**src/rtl/cod_pkg.sv**
```systemverilog
// ----------------------------------------------------------------------------
// cod_pkg
// Shared types and constants of the CMYK ordered-dither row halftoner.
// ----------------------------------------------------------------------------
package cod_pkg;

    localparam int COL_W   = 16;
    localparam int LEVEL_W = 8;
    localparam int REP_W   = 5;
    localparam int CFG_W   = 64;
    localparam int Q_DEPTH = 2;

    localparam logic [3:0] THRESH_FLIP = 4'hF;

    typedef enum logic [1:0] {
        CFG_THRESHOLD_LEVEL  = 2'd0,
        CFG_GREYSCALE_MODE   = 2'd1,
        CFG_DITHER_ROWS_LOW  = 2'd2,
        CFG_DITHER_ROWS_HIGH = 2'd3
    } cfg_index_t;

    typedef enum logic {
        CMD_BEGIN_ROW = 1'b0,
        CMD_PIXEL     = 1'b1
    } cmd_t;

    typedef enum logic {
        ST_IDLE = 1'b0,
        ST_RUN  = 1'b1
    } back_state_t;

    typedef struct packed {
        logic [3:0]       threshold_level;
        logic             greyscale_mode;
        logic [CFG_W-1:0] dither_rows_low;
        logic [CFG_W-1:0] dither_rows_high;
    } cfg_t;

    // rep_last holds the clamped repeat count minus one
    typedef struct packed {
        cmd_t               cmd;
        logic [1:0]         phase;
        logic [COL_W-1:0]   column;
        logic [LEVEL_W-1:0] black;
        logic [LEVEL_W-1:0] yellow;
        logic [LEVEL_W-1:0] magenta;
        logic [LEVEL_W-1:0] cyan;
        logic [REP_W-1:0]   rep_last;
        logic               eor;
    } entry_t;

    typedef struct packed {
        logic [COL_W-1:0] column;
        logic             black;
        logic             yellow;
        logic             magenta;
        logic             cyan;
        logic             last_of_pixel;
        logic             row_done;
    } dot_t;

endpackage

```
**src/rtl/cmyk_ordered_dither_row.sv**
```systemverilog
// ----------------------------------------------------------------------------
// cmyk_ordered_dither_row
// Halftones one printer row with a 4x4 ordered dither in CMYK.
// ----------------------------------------------------------------------------
//   channel  dir  handshake         payload
//   s_       in   s_valid/s_ready   cmd, row, start column, CMYK, repeat, eor
//   m_       out  m_valid/m_ready   dot column, four plane bits, last, row done
//   cfg_     in   cfg_wr_en         cfg_index, cfg_wdata
//
// A source pixel is dequeued and then expanded into its dots, where the dot
// count is repeat_count with zero taken as one and clamped to MAX_REPEAT; a
// begin-row word is only dequeued. The dot engine is the limit. A two-entry
// queue sits between input stage and dot engine. aresetn is synchronous,
// active low, and clears control state and configuration; data registers are
// not reset. Output stalls hold the current dot.
// ----------------------------------------------------------------------------
module cmyk_ordered_dither_row #(
    parameter int MAX_REPEAT = 16
) (
    input  logic        aclk,
    input  logic        aresetn,
    input  logic        cfg_wr_en,
    input  logic [1:0]  cfg_index,
    input  logic [63:0] cfg_wdata,
    input  logic        s_valid,
    output logic        s_ready,
    input  logic        s_cmd,
    input  logic [15:0] s_row_number,
    input  logic [15:0] s_start_column,
    input  logic [7:0]  s_black_level,
    input  logic [7:0]  s_yellow_level,
    input  logic [7:0]  s_magenta_level,
    input  logic [7:0]  s_cyan_level,
    input  logic [4:0]  s_repeat_count,
    input  logic        s_end_of_row,
    output logic        m_valid,
    input  logic        m_ready,
    output logic [15:0] m_dot_column,
    output logic        m_black_dot,
    output logic        m_yellow_dot,
    output logic        m_magenta_dot,
    output logic        m_cyan_dot,
    output logic        m_last_of_pixel,
    output logic        m_row_done
);
    import cod_pkg::*;

    cfg_t   cfg_reg, cfg_next;
    logic   push_valid, push_ready;
    entry_t push_data;
    logic   q_valid, q_pop;
    entry_t q_data;
    dot_t   dot;

    always_comb begin
        cfg_next = cfg_reg;
        if (cfg_wr_en) begin
            unique case (cfg_index_t'(cfg_index))
                CFG_THRESHOLD_LEVEL:  cfg_next.threshold_level  = cfg_wdata[3:0];
                CFG_GREYSCALE_MODE:   cfg_next.greyscale_mode   = cfg_wdata[0];
                CFG_DITHER_ROWS_LOW:  cfg_next.dither_rows_low  = cfg_wdata;
                CFG_DITHER_ROWS_HIGH: cfg_next.dither_rows_high = cfg_wdata;
                default:              cfg_next = cfg_reg;
            endcase
        end
    end

    always_ff @(posedge aclk) begin
        if (!aresetn) begin
            cfg_reg <= '0;
        end else begin
            cfg_reg <= cfg_next;
        end
    end

    cod_front #(
        .MAX_REPEAT (MAX_REPEAT)
    ) u_front (
        .aclk            (aclk),
        .aresetn         (aresetn),
        .s_valid         (s_valid),
        .s_ready         (s_ready),
        .s_cmd           (s_cmd),
        .s_row_number    (s_row_number),
        .s_start_column  (s_start_column),
        .s_black_level   (s_black_level),
        .s_yellow_level  (s_yellow_level),
        .s_magenta_level (s_magenta_level),
        .s_cyan_level    (s_cyan_level),
        .s_repeat_count  (s_repeat_count),
        .s_end_of_row    (s_end_of_row),
        .push_valid      (push_valid),
        .push_ready      (push_ready),
        .push_data       (push_data)
    );

    cod_queue u_queue (
        .aclk       (aclk),
        .aresetn    (aresetn),
        .push_valid (push_valid),
        .push_ready (push_ready),
        .push_data  (push_data),
        .pop_valid  (q_valid),
        .pop        (q_pop),
        .pop_data   (q_data)
    );

    cod_back u_back (
        .aclk    (aclk),
        .aresetn (aresetn),
        .cfg     (cfg_reg),
        .q_valid (q_valid),
        .q_pop   (q_pop),
        .q_data  (q_data),
        .m_valid (m_valid),
        .m_ready (m_ready),
        .m_dot   (dot)
    );

    assign m_dot_column    = dot.column;
    assign m_black_dot     = dot.black;
    assign m_yellow_dot    = dot.yellow;
    assign m_magenta_dot   = dot.magenta;
    assign m_cyan_dot      = dot.cyan;
    assign m_last_of_pixel = dot.last_of_pixel;
    assign m_row_done      = dot.row_done;

endmodule

```
**src/rtl/cod_front.sv**
```systemverilog
// ----------------------------------------------------------------------------
// cod_front
// Input stage: takes words, clamps the repeat count and forwards an entry.
// ----------------------------------------------------------------------------
module cod_front #(
    parameter int MAX_REPEAT = 16
) (
    input  logic                       aclk,
    input  logic                       aresetn,
    input  logic                       s_valid,
    output logic                       s_ready,
    input  logic                       s_cmd,
    input  logic [15:0]                s_row_number,
    input  logic [15:0]                s_start_column,
    input  logic [7:0]                 s_black_level,
    input  logic [7:0]                 s_yellow_level,
    input  logic [7:0]                 s_magenta_level,
    input  logic [7:0]                 s_cyan_level,
    input  logic [4:0]                 s_repeat_count,
    input  logic                       s_end_of_row,
    output logic                       push_valid,
    input  logic                       push_ready,
    output cod_pkg::entry_t            push_data
);
    import cod_pkg::*;

    logic   valid_reg, valid_next;
    entry_t entry_reg, entry_next;
    logic   s_accept;

    assign s_ready  = !valid_reg || push_ready;
    assign s_accept = s_valid && s_ready;

    always_comb begin
        entry_next.cmd     = cmd_t'(s_cmd);
        entry_next.phase   = s_row_number[1:0];
        entry_next.column  = s_start_column;
        entry_next.black   = s_black_level;
        entry_next.yellow  = s_yellow_level;
        entry_next.magenta = s_magenta_level;
        entry_next.cyan    = s_cyan_level;
        entry_next.eor     = s_end_of_row;
        if (s_repeat_count == '0) begin
            entry_next.rep_last = '0;
        end else if (int'(s_repeat_count) > MAX_REPEAT) begin
            entry_next.rep_last = REP_W'(MAX_REPEAT - 1);
        end else begin
            entry_next.rep_last = s_repeat_count - REP_W'(1);
        end
    end

    always_comb begin
        valid_next = valid_reg;
        if (s_ready) begin
            valid_next = s_valid;
        end
    end

    always_ff @(posedge aclk) begin
        if (!aresetn) begin
            valid_reg <= 1'b0;
        end else begin
            valid_reg <= valid_next;
        end
        if (s_accept) begin
            entry_reg <= entry_next;
        end
    end

    assign push_valid = valid_reg;
    assign push_data  = entry_reg;

endmodule

```
**src/rtl/cod_queue.sv**
```systemverilog
// ----------------------------------------------------------------------------
// cod_queue
// Short register queue between the input stage and the dot engine.
// ----------------------------------------------------------------------------
module cod_queue (
    input  logic            aclk,
    input  logic            aresetn,
    input  logic            push_valid,
    output logic            push_ready,
    input  cod_pkg::entry_t push_data,
    output logic            pop_valid,
    input  logic            pop,
    output cod_pkg::entry_t pop_data
);
    import cod_pkg::*;

    localparam int PTR_W = (Q_DEPTH > 1) ? $clog2(Q_DEPTH) : 1;
    localparam int CNT_W = $clog2(Q_DEPTH + 1);

    entry_t             mem_reg [Q_DEPTH];
    logic [PTR_W-1:0]   wr_ptr_reg, wr_ptr_next;
    logic [PTR_W-1:0]   rd_ptr_reg, rd_ptr_next;
    logic [CNT_W-1:0]   count_reg, count_next;
    logic               do_push, do_pop;

    assign push_ready = (count_reg != CNT_W'(Q_DEPTH));
    assign pop_valid  = (count_reg != '0);
    assign pop_data   = mem_reg[rd_ptr_reg];
    assign do_push    = push_valid && push_ready;
    assign do_pop     = pop && pop_valid;

    always_comb begin
        wr_ptr_next = wr_ptr_reg;
        rd_ptr_next = rd_ptr_reg;
        count_next  = count_reg;
        if (do_push) begin
            wr_ptr_next = (wr_ptr_reg == PTR_W'(Q_DEPTH - 1)) ? '0 : wr_ptr_reg + PTR_W'(1);
        end
        if (do_pop) begin
            rd_ptr_next = (rd_ptr_reg == PTR_W'(Q_DEPTH - 1)) ? '0 : rd_ptr_reg + PTR_W'(1);
        end
        if (do_push && !do_pop) begin
            count_next = count_reg + CNT_W'(1);
        end else if (do_pop && !do_push) begin
            count_next = count_reg - CNT_W'(1);
        end
    end

    always_ff @(posedge aclk) begin
        if (!aresetn) begin
            wr_ptr_reg <= '0;
            rd_ptr_reg <= '0;
            count_reg  <= '0;
        end else begin
            wr_ptr_reg <= wr_ptr_next;
            rd_ptr_reg <= rd_ptr_next;
            count_reg  <= count_next;
        end
        if (do_push) begin
            mem_reg[wr_ptr_reg] <= push_data;
        end
    end

    a_count_bound: assert property (@(posedge aclk) disable iff (!aresetn)
        count_reg <= CNT_W'(Q_DEPTH))
        else $error("queue count above depth");

endmodule

```
**src/rtl/cod_back.sv**
```systemverilog
// ----------------------------------------------------------------------------
// cod_back
// Dot engine: applies begin-row entries and expands pixels into dots.
// ----------------------------------------------------------------------------
module cod_back (
    input  logic            aclk,
    input  logic            aresetn,
    input  cod_pkg::cfg_t   cfg,
    input  logic            q_valid,
    output logic            q_pop,
    input  cod_pkg::entry_t q_data,
    output logic            m_valid,
    input  logic            m_ready,
    output cod_pkg::dot_t   m_dot
);
    import cod_pkg::*;

    back_state_t        state_reg, state_next;
    logic [COL_W-1:0]   col_reg, col_next;
    logic [1:0]         phase_reg, phase_next;
    logic [REP_W-1:0]   cnt_reg, cnt_next;
    entry_t             pix_reg;
    dot_t               dot_reg, dot_next;
    logic               m_valid_reg, m_valid_next;
    logic               fire, load_row, load_pixel;
    logic [3:0]         entry_idx;
    logic [CFG_W-1:0]   dither_word;
    logic [7:0]         dither_val;
    logic [7:0]         thresh_val;

    always_comb begin
        state_next = state_reg;
        unique case (state_reg)
            ST_IDLE: begin
                if (q_valid && q_data.cmd == CMD_PIXEL) begin
                    state_next = ST_RUN;
                end
            end
            ST_RUN: begin
                if (fire && cnt_reg == '0) begin
                    state_next = ST_IDLE;
                end
            end
            default: state_next = ST_IDLE;
        endcase
    end

    always_comb begin
        q_pop = 1'b0;
        fire  = 1'b0;
        unique case (state_reg)
            ST_IDLE: q_pop = q_valid;
            ST_RUN:  fire  = !m_valid_reg || m_ready;
            default: begin
                q_pop = 1'b0;
                fire  = 1'b0;
            end
        endcase
    end

    assign load_row   = q_pop && q_data.cmd == CMD_BEGIN_ROW;
    assign load_pixel = q_pop && q_data.cmd == CMD_PIXEL;

    assign entry_idx   = {phase_reg, col_reg[1:0]};
    assign dither_word = entry_idx[3] ? cfg.dither_rows_high : cfg.dither_rows_low;
    assign dither_val  = dither_word[{entry_idx[2:0], 3'b000} +: 8];
    assign thresh_val  = {4'b0000, cfg.threshold_level ^ THRESH_FLIP};

    always_comb begin
        dot_next               = '0;
        dot_next.column        = col_reg;
        dot_next.last_of_pixel = (cnt_reg == '0);
        dot_next.row_done      = (cnt_reg == '0) && pix_reg.eor;
        if (cfg.threshold_level != '0) begin
            dot_next.black = pix_reg.black > thresh_val;
        end else if (cfg.greyscale_mode) begin
            dot_next.black = pix_reg.black > dither_val;
        end else if (pix_reg.black > dither_val) begin
            dot_next.black = 1'b1;
        end else begin
            dot_next.yellow  = pix_reg.yellow > dither_val;
            dot_next.magenta = pix_reg.magenta > dither_val;
            dot_next.cyan    = pix_reg.cyan > dither_val;
        end
    end

    always_comb begin
        col_next     = col_reg;
        phase_next   = phase_reg;
        cnt_next     = cnt_reg;
        m_valid_next = m_valid_reg;
        if (m_ready) begin
            m_valid_next = 1'b0;
        end
        if (load_row) begin
            col_next   = q_data.column;
            phase_next = q_data.phase;
        end
        if (load_pixel) begin
            cnt_next = q_data.rep_last;
        end
        if (fire) begin
            col_next     = col_reg + COL_W'(1);
            cnt_next     = cnt_reg - REP_W'(1);
            m_valid_next = 1'b1;
        end
    end

    always_ff @(posedge aclk) begin
        if (!aresetn) begin
            state_reg   <= ST_IDLE;
            col_reg     <= '0;
            phase_reg   <= '0;
            cnt_reg     <= '0;
            m_valid_reg <= 1'b0;
        end else begin
            state_reg   <= state_next;
            col_reg     <= col_next;
            phase_reg   <= phase_next;
            cnt_reg     <= cnt_next;
            m_valid_reg <= m_valid_next;
        end
        if (load_pixel) begin
            pix_reg <= q_data;
        end
        if (fire) begin
            dot_reg <= dot_next;
        end
    end

    assign m_valid = m_valid_reg;
    assign m_dot   = dot_reg;

    a_row_load: assert property (@(posedge aclk) disable iff (!aresetn)
        load_row |=> col_reg == $past(q_data.column) && phase_reg == $past(q_data.phase))
        else $error("begin-row entry not applied");

    a_last_idle: assert property (@(posedge aclk) disable iff (!aresetn)
        fire && cnt_reg == '0 |=> state_reg == ST_IDLE && m_dot.last_of_pixel)
        else $error("pixel did not end on its last dot");

    a_col_step: assert property (@(posedge aclk) disable iff (!aresetn)
        fire |=> col_reg == $past(col_reg) + COL_W'(1) && m_dot.column == $past(col_reg))
        else $error("column did not advance with dot");

endmodule

```
**config.mk**
```make
export PLATFORM = sky130hd
export DESIGN_NAME = cmyk_ordered_dither_row
export DESIGN_NICKNAME = d
export VERILOG_FILES = /design/src/rtl/cod_pkg.sv /design/src/rtl/cmyk_ordered_dither_row.sv /design/src/rtl/cod_front.sv /design/src/rtl/cod_queue.sv /design/src/rtl/cod_back.sv
export SDC_FILE = /design/constraint.sdc
export NUM_CORES = 1
export LEC_CHECK = 0
export BUFFER_PORTS_ARGS = -buffer_cell sky130_fd_sc_hd__buf_2
export CAP_MARGIN = 20
export CORE_MARGIN = 10
export CORE_UTILIZATION = 30
export DETAILED_ROUTE_END_ITERATION = 8
export PLACE_DENSITY = 0.45
export SYNTH_ARGS = -nofsm -noshare
export SYNTH_HDL_FRONTEND = slang
export SYNTH_HIERARCHICAL = 1
export SYNTH_SLANG_ARGS = --single-unit
```
**constraint.sdc**
```tcl
create_clock -name aclk -period 2.72 [get_ports aclk]
set_input_delay 0.136 -clock aclk [delete_from_list [all_inputs] [get_ports aclk]]
set_output_delay 0.136 -clock aclk [all_outputs]
set_load 0.005 [all_outputs]
```
==> results.json <==
{
  "grt.total_usage_pct": 13.3,
  "synth_ff_type": "edfxtp_1",
  "pre_cts_slack_ns": -0.515,
  "grt_max_degree": 90,
  "setup_viol": 4,
  "syn2layout_area_growth_pct": 28.1,
  "wl_per_cell_microns": 19.1,
  "worstMarginPinSlew_ns": 0.808,
  "synth_warnings": 6,
  "rows": 85,
  "arrival_ns": 3.49,
  "initial_core_util_pct": 30.2,
  "p_sw_mw": 4.81,
  "min_from": "cfg_wdata[43]",
  "syn_nets": 1356,
  "intPower_mw": 12.3,
  "via_per_inst": 4.54,
  "grt_pass1_vias": 10700,
  "fillers": 5152,
  "final_cell_mix": "228 x nand2_1, 226 x edfxtp_1, 161 x dfxtp_1",
  "violations": "negative hold slack, negative setup slack",
  "die_area_sq_um": 63700,
  "clockBufferDepth": 3,
  "cts_buffers": 44,
  "avgSynthCellArea_sq_um": 13.8,
  "start_kind": "register",
  "cp-startpoint": "u_back/phase_reg[1]",
  "critPathKind": "reg -> reg",
  "ys_types": 66,
  "drtIter0Drc": 428,
  "outcome": "finished, violations left",
  "cts.htree.levels": 2,
  "place.gp.congestion": 0.758,
  "multi_input_area_sq_um": 5700,
  "netlist_area_sq_um": 16200,
  "placed_area_sq_um": 17800,
  "ir_worst_vdd_mv": 0.423,
  "rsz0062_at_grt": "yes",
  "grt_pass1_wl_mm": 65.1,
  "setup_slack_ns": -0.366,
  "clock_sinks": 390,
  "cts_tree": "built",
  "hold_viol": 2,
  "drcViolationCount": 0,
  "port-buffer-count": 151,
  "overflow": 0,
  "insertedDiodeCount": 0,
  "worst_hold_slack_ns": -0.00374,
  "cp_data_required_time_ns": 3.12,
  "combPwrFrac_pct": 22.2,
  "async_reset_ff_share_pct": 0,
  "syn-instance-count": 1171,
  "slew_viol_final": 0,
  "crit_fanout": 6,
  "dp_hpwl_mm": 29.0,
  "io_pins": 166,
  "seqCellArea_sq_um": 10100,
  "ant_nets": 0,
  "p_leak_nw": 7.86,
  "final_nets": 1667,
  "clkPwrFrac_pct": 33.9,
  "cts_root_buffer": "clkbuf_16",
  "power_density_nw_per_um2": 827,
  "drive_gt1_share_pct": 26.5,
  "fmaxAchievable_ghz": 0.324,
  "regToRegStartpoint": "u_back/phase_reg[1]",
  "drv_cap": 0,
  "insertion_delay_ns": 0.57,
  "hold_class": "in -> reg",
  "via_count": 10100,
  "end_kind": "register",
  "grt_antenna_before_repair": 0,
  "relSlewSlack_pct": 46.1,
  "wl_mm": 42.2,
  "final_area_sq_um": 20700,
  "largest_reg_flops": 133,
  "switching_share_pct": 28.1,
  "synth_edf_count": 226,
  "seqPwrFrac_pct": 43.9,
  "core_sq_um": 53600,
  "fin_crit_sh_pct": 113,
  "drt-pass1-iter-count": 8,
  "ys_ff_latch": 390,
  "period_needed_ns": 3.09,
  "seq_area_frac_synth_pct": 62.2,
  "path_clk_slew_ns": 0.06,
  "die_w_microns": 252,
  "fin_skew_ns": 0.0116,
  "layout_commonest_cell": "nand2_1",
  "die_y_microns": 252
}
==> synthesized netlist by cell type, types with 6 or more instances <==
master / instances / area [sq um]
a21oi_1: 25 / 125
and2_1: 9 / 56.3
buf_12: 8 / 160
nor2_1: 23 / 86.3
or3_1: 7 / 43.8
mux4_1: 17 / 447
o211ai_1: 7 / 52.6
o21ai_0: 9 / 45.0
mux4_2: 23 / 518
buf_6: 7 / 78.8
xnor2_1: 8 / 70.1
buf_2: 15 / 75.1
nand2_1: 228 / 856
ha_1: 43 / 538
edfxtp_1: 226 / 6790
clkbuf_1: 18 / 67.6
o21ai_1: 8 / 40.0
nand3_1: 9 / 45.0
buf_4: 10 / 75.1
nor3_1: 6 / 30.0
dfxtp_1: 164 / 3280
mux2_2: 57 / 642
mux2i_1: 133 / 1330
nor2b_1: 6 / 37.5
and4_1: 6 / 52.6
inv_1: 27 / 101
==> worst max-delay path, cell delays in order, from the launching register on <==
cell	delay, ns
dfxtp_4	0.42
buf_12	0.14
mux4_2	0.50
mux4_2	0.52
inv_2	0.10
ha_4	0.21
a211oi_4	0.23
nor2_4	0.09
buf_12	0.13
o31ai_4	0.26
o21ai_4	0.14
a221oi_2	0.18
==> power groups by stage <==
| stage | clock network (mW) | logic, mW | registers [mW] |
|---|---|---|---|
| detailed placement | 0 | 3.40 | 7.65 |
| floorplan | 0 | 2.32 | 7.50 |
| global placement | 0 | 3.34 | 7.65 |
| CTS | 6.01 | 3.86 | 7.54 |
| global route | 6.24 | 4.21 | 7.61 |
| finish | 5.81 | 3.81 | 7.53 |
==> logic make-up after synthesis <==
logic type / Yosys count / share of synthesized area, %
xor+xnor: 9 / 0.487
simple gates: 326 / 8.93
buf+inv: 90 / 3.65
flops: 390 / 62.2
fa+ha+maj: 43 / 3.32
mux: 230 / 18.1
compound gates: 83 / 3.28
==> layout make-up <==
class	instances	share of cell area [%]
multi-input cells	691	27.5
well taps	696	4.20
clock inverters	15	0.670
clock buffers	67	6.16
repair buffers	325	12.4
flip-flops and latches	390	48.6
inverters	30	0.543
==> per-stage QoR <==
stage / utilization, % / instances / TNS (ns) / power [mW] / hold slack [ns]
after floorplan: - / 1171 / -0.612 / 9.82 / 0.235
after global placement: 33.2 / 1999 / -1.62 / 11.0 / 0.314
after detailed placement: 33.2 / 1999 / -1.80 / 11.0 / 0.314
after CTS: 38.7 / 2215 / -1.42 / 17.4 / 0.00312
after global routing: 38.7 / 2214 / -1.74 / 18.1 / 0.00366
final: 38.7 / 2214 / -1.40 / 17.2 / -0.00374
==> final timing paths <==
| path | endpoint | slack, ns | cells after the start |
|---|---|---|---|
| min | cfg_reg[43] | -0.004 | 3 |
| max | u_back/m_dot[2] | -0.37 | 11 |
| min reg2reg | u_queue/mem_reg[1][28] | 0.44 | 0 |
| max reg2reg | u_back/m_dot[2] | -0.37 | 11 |
==> layer usage <==
| layer | track usage [%] | up-vias | routed length (microns) |
|---|---|---|---|
| met5 | 0 | - | 0 |
| met4 | 4.57 | 0 | 1100 |
| met3 | 2.30 | 58 | 1620 |
| met2 | 22.3 | 159 | 20300 |
| met1 | 16.9 | 4941 | 19100 |
| li1 | - | 4897 | - |
==> repair_timing <==
item                                    4_1_cts  5_1_grt
hold buffers                                124        0
resized for setup                            23       10
endpoints found under the setup margin        4        4
gates cloned                                  3        0
hold endpoints to repair                    194        0
pin swaps                                     6        5
setup buffers                                 7        2
Power figures use the tool's default switching activity.
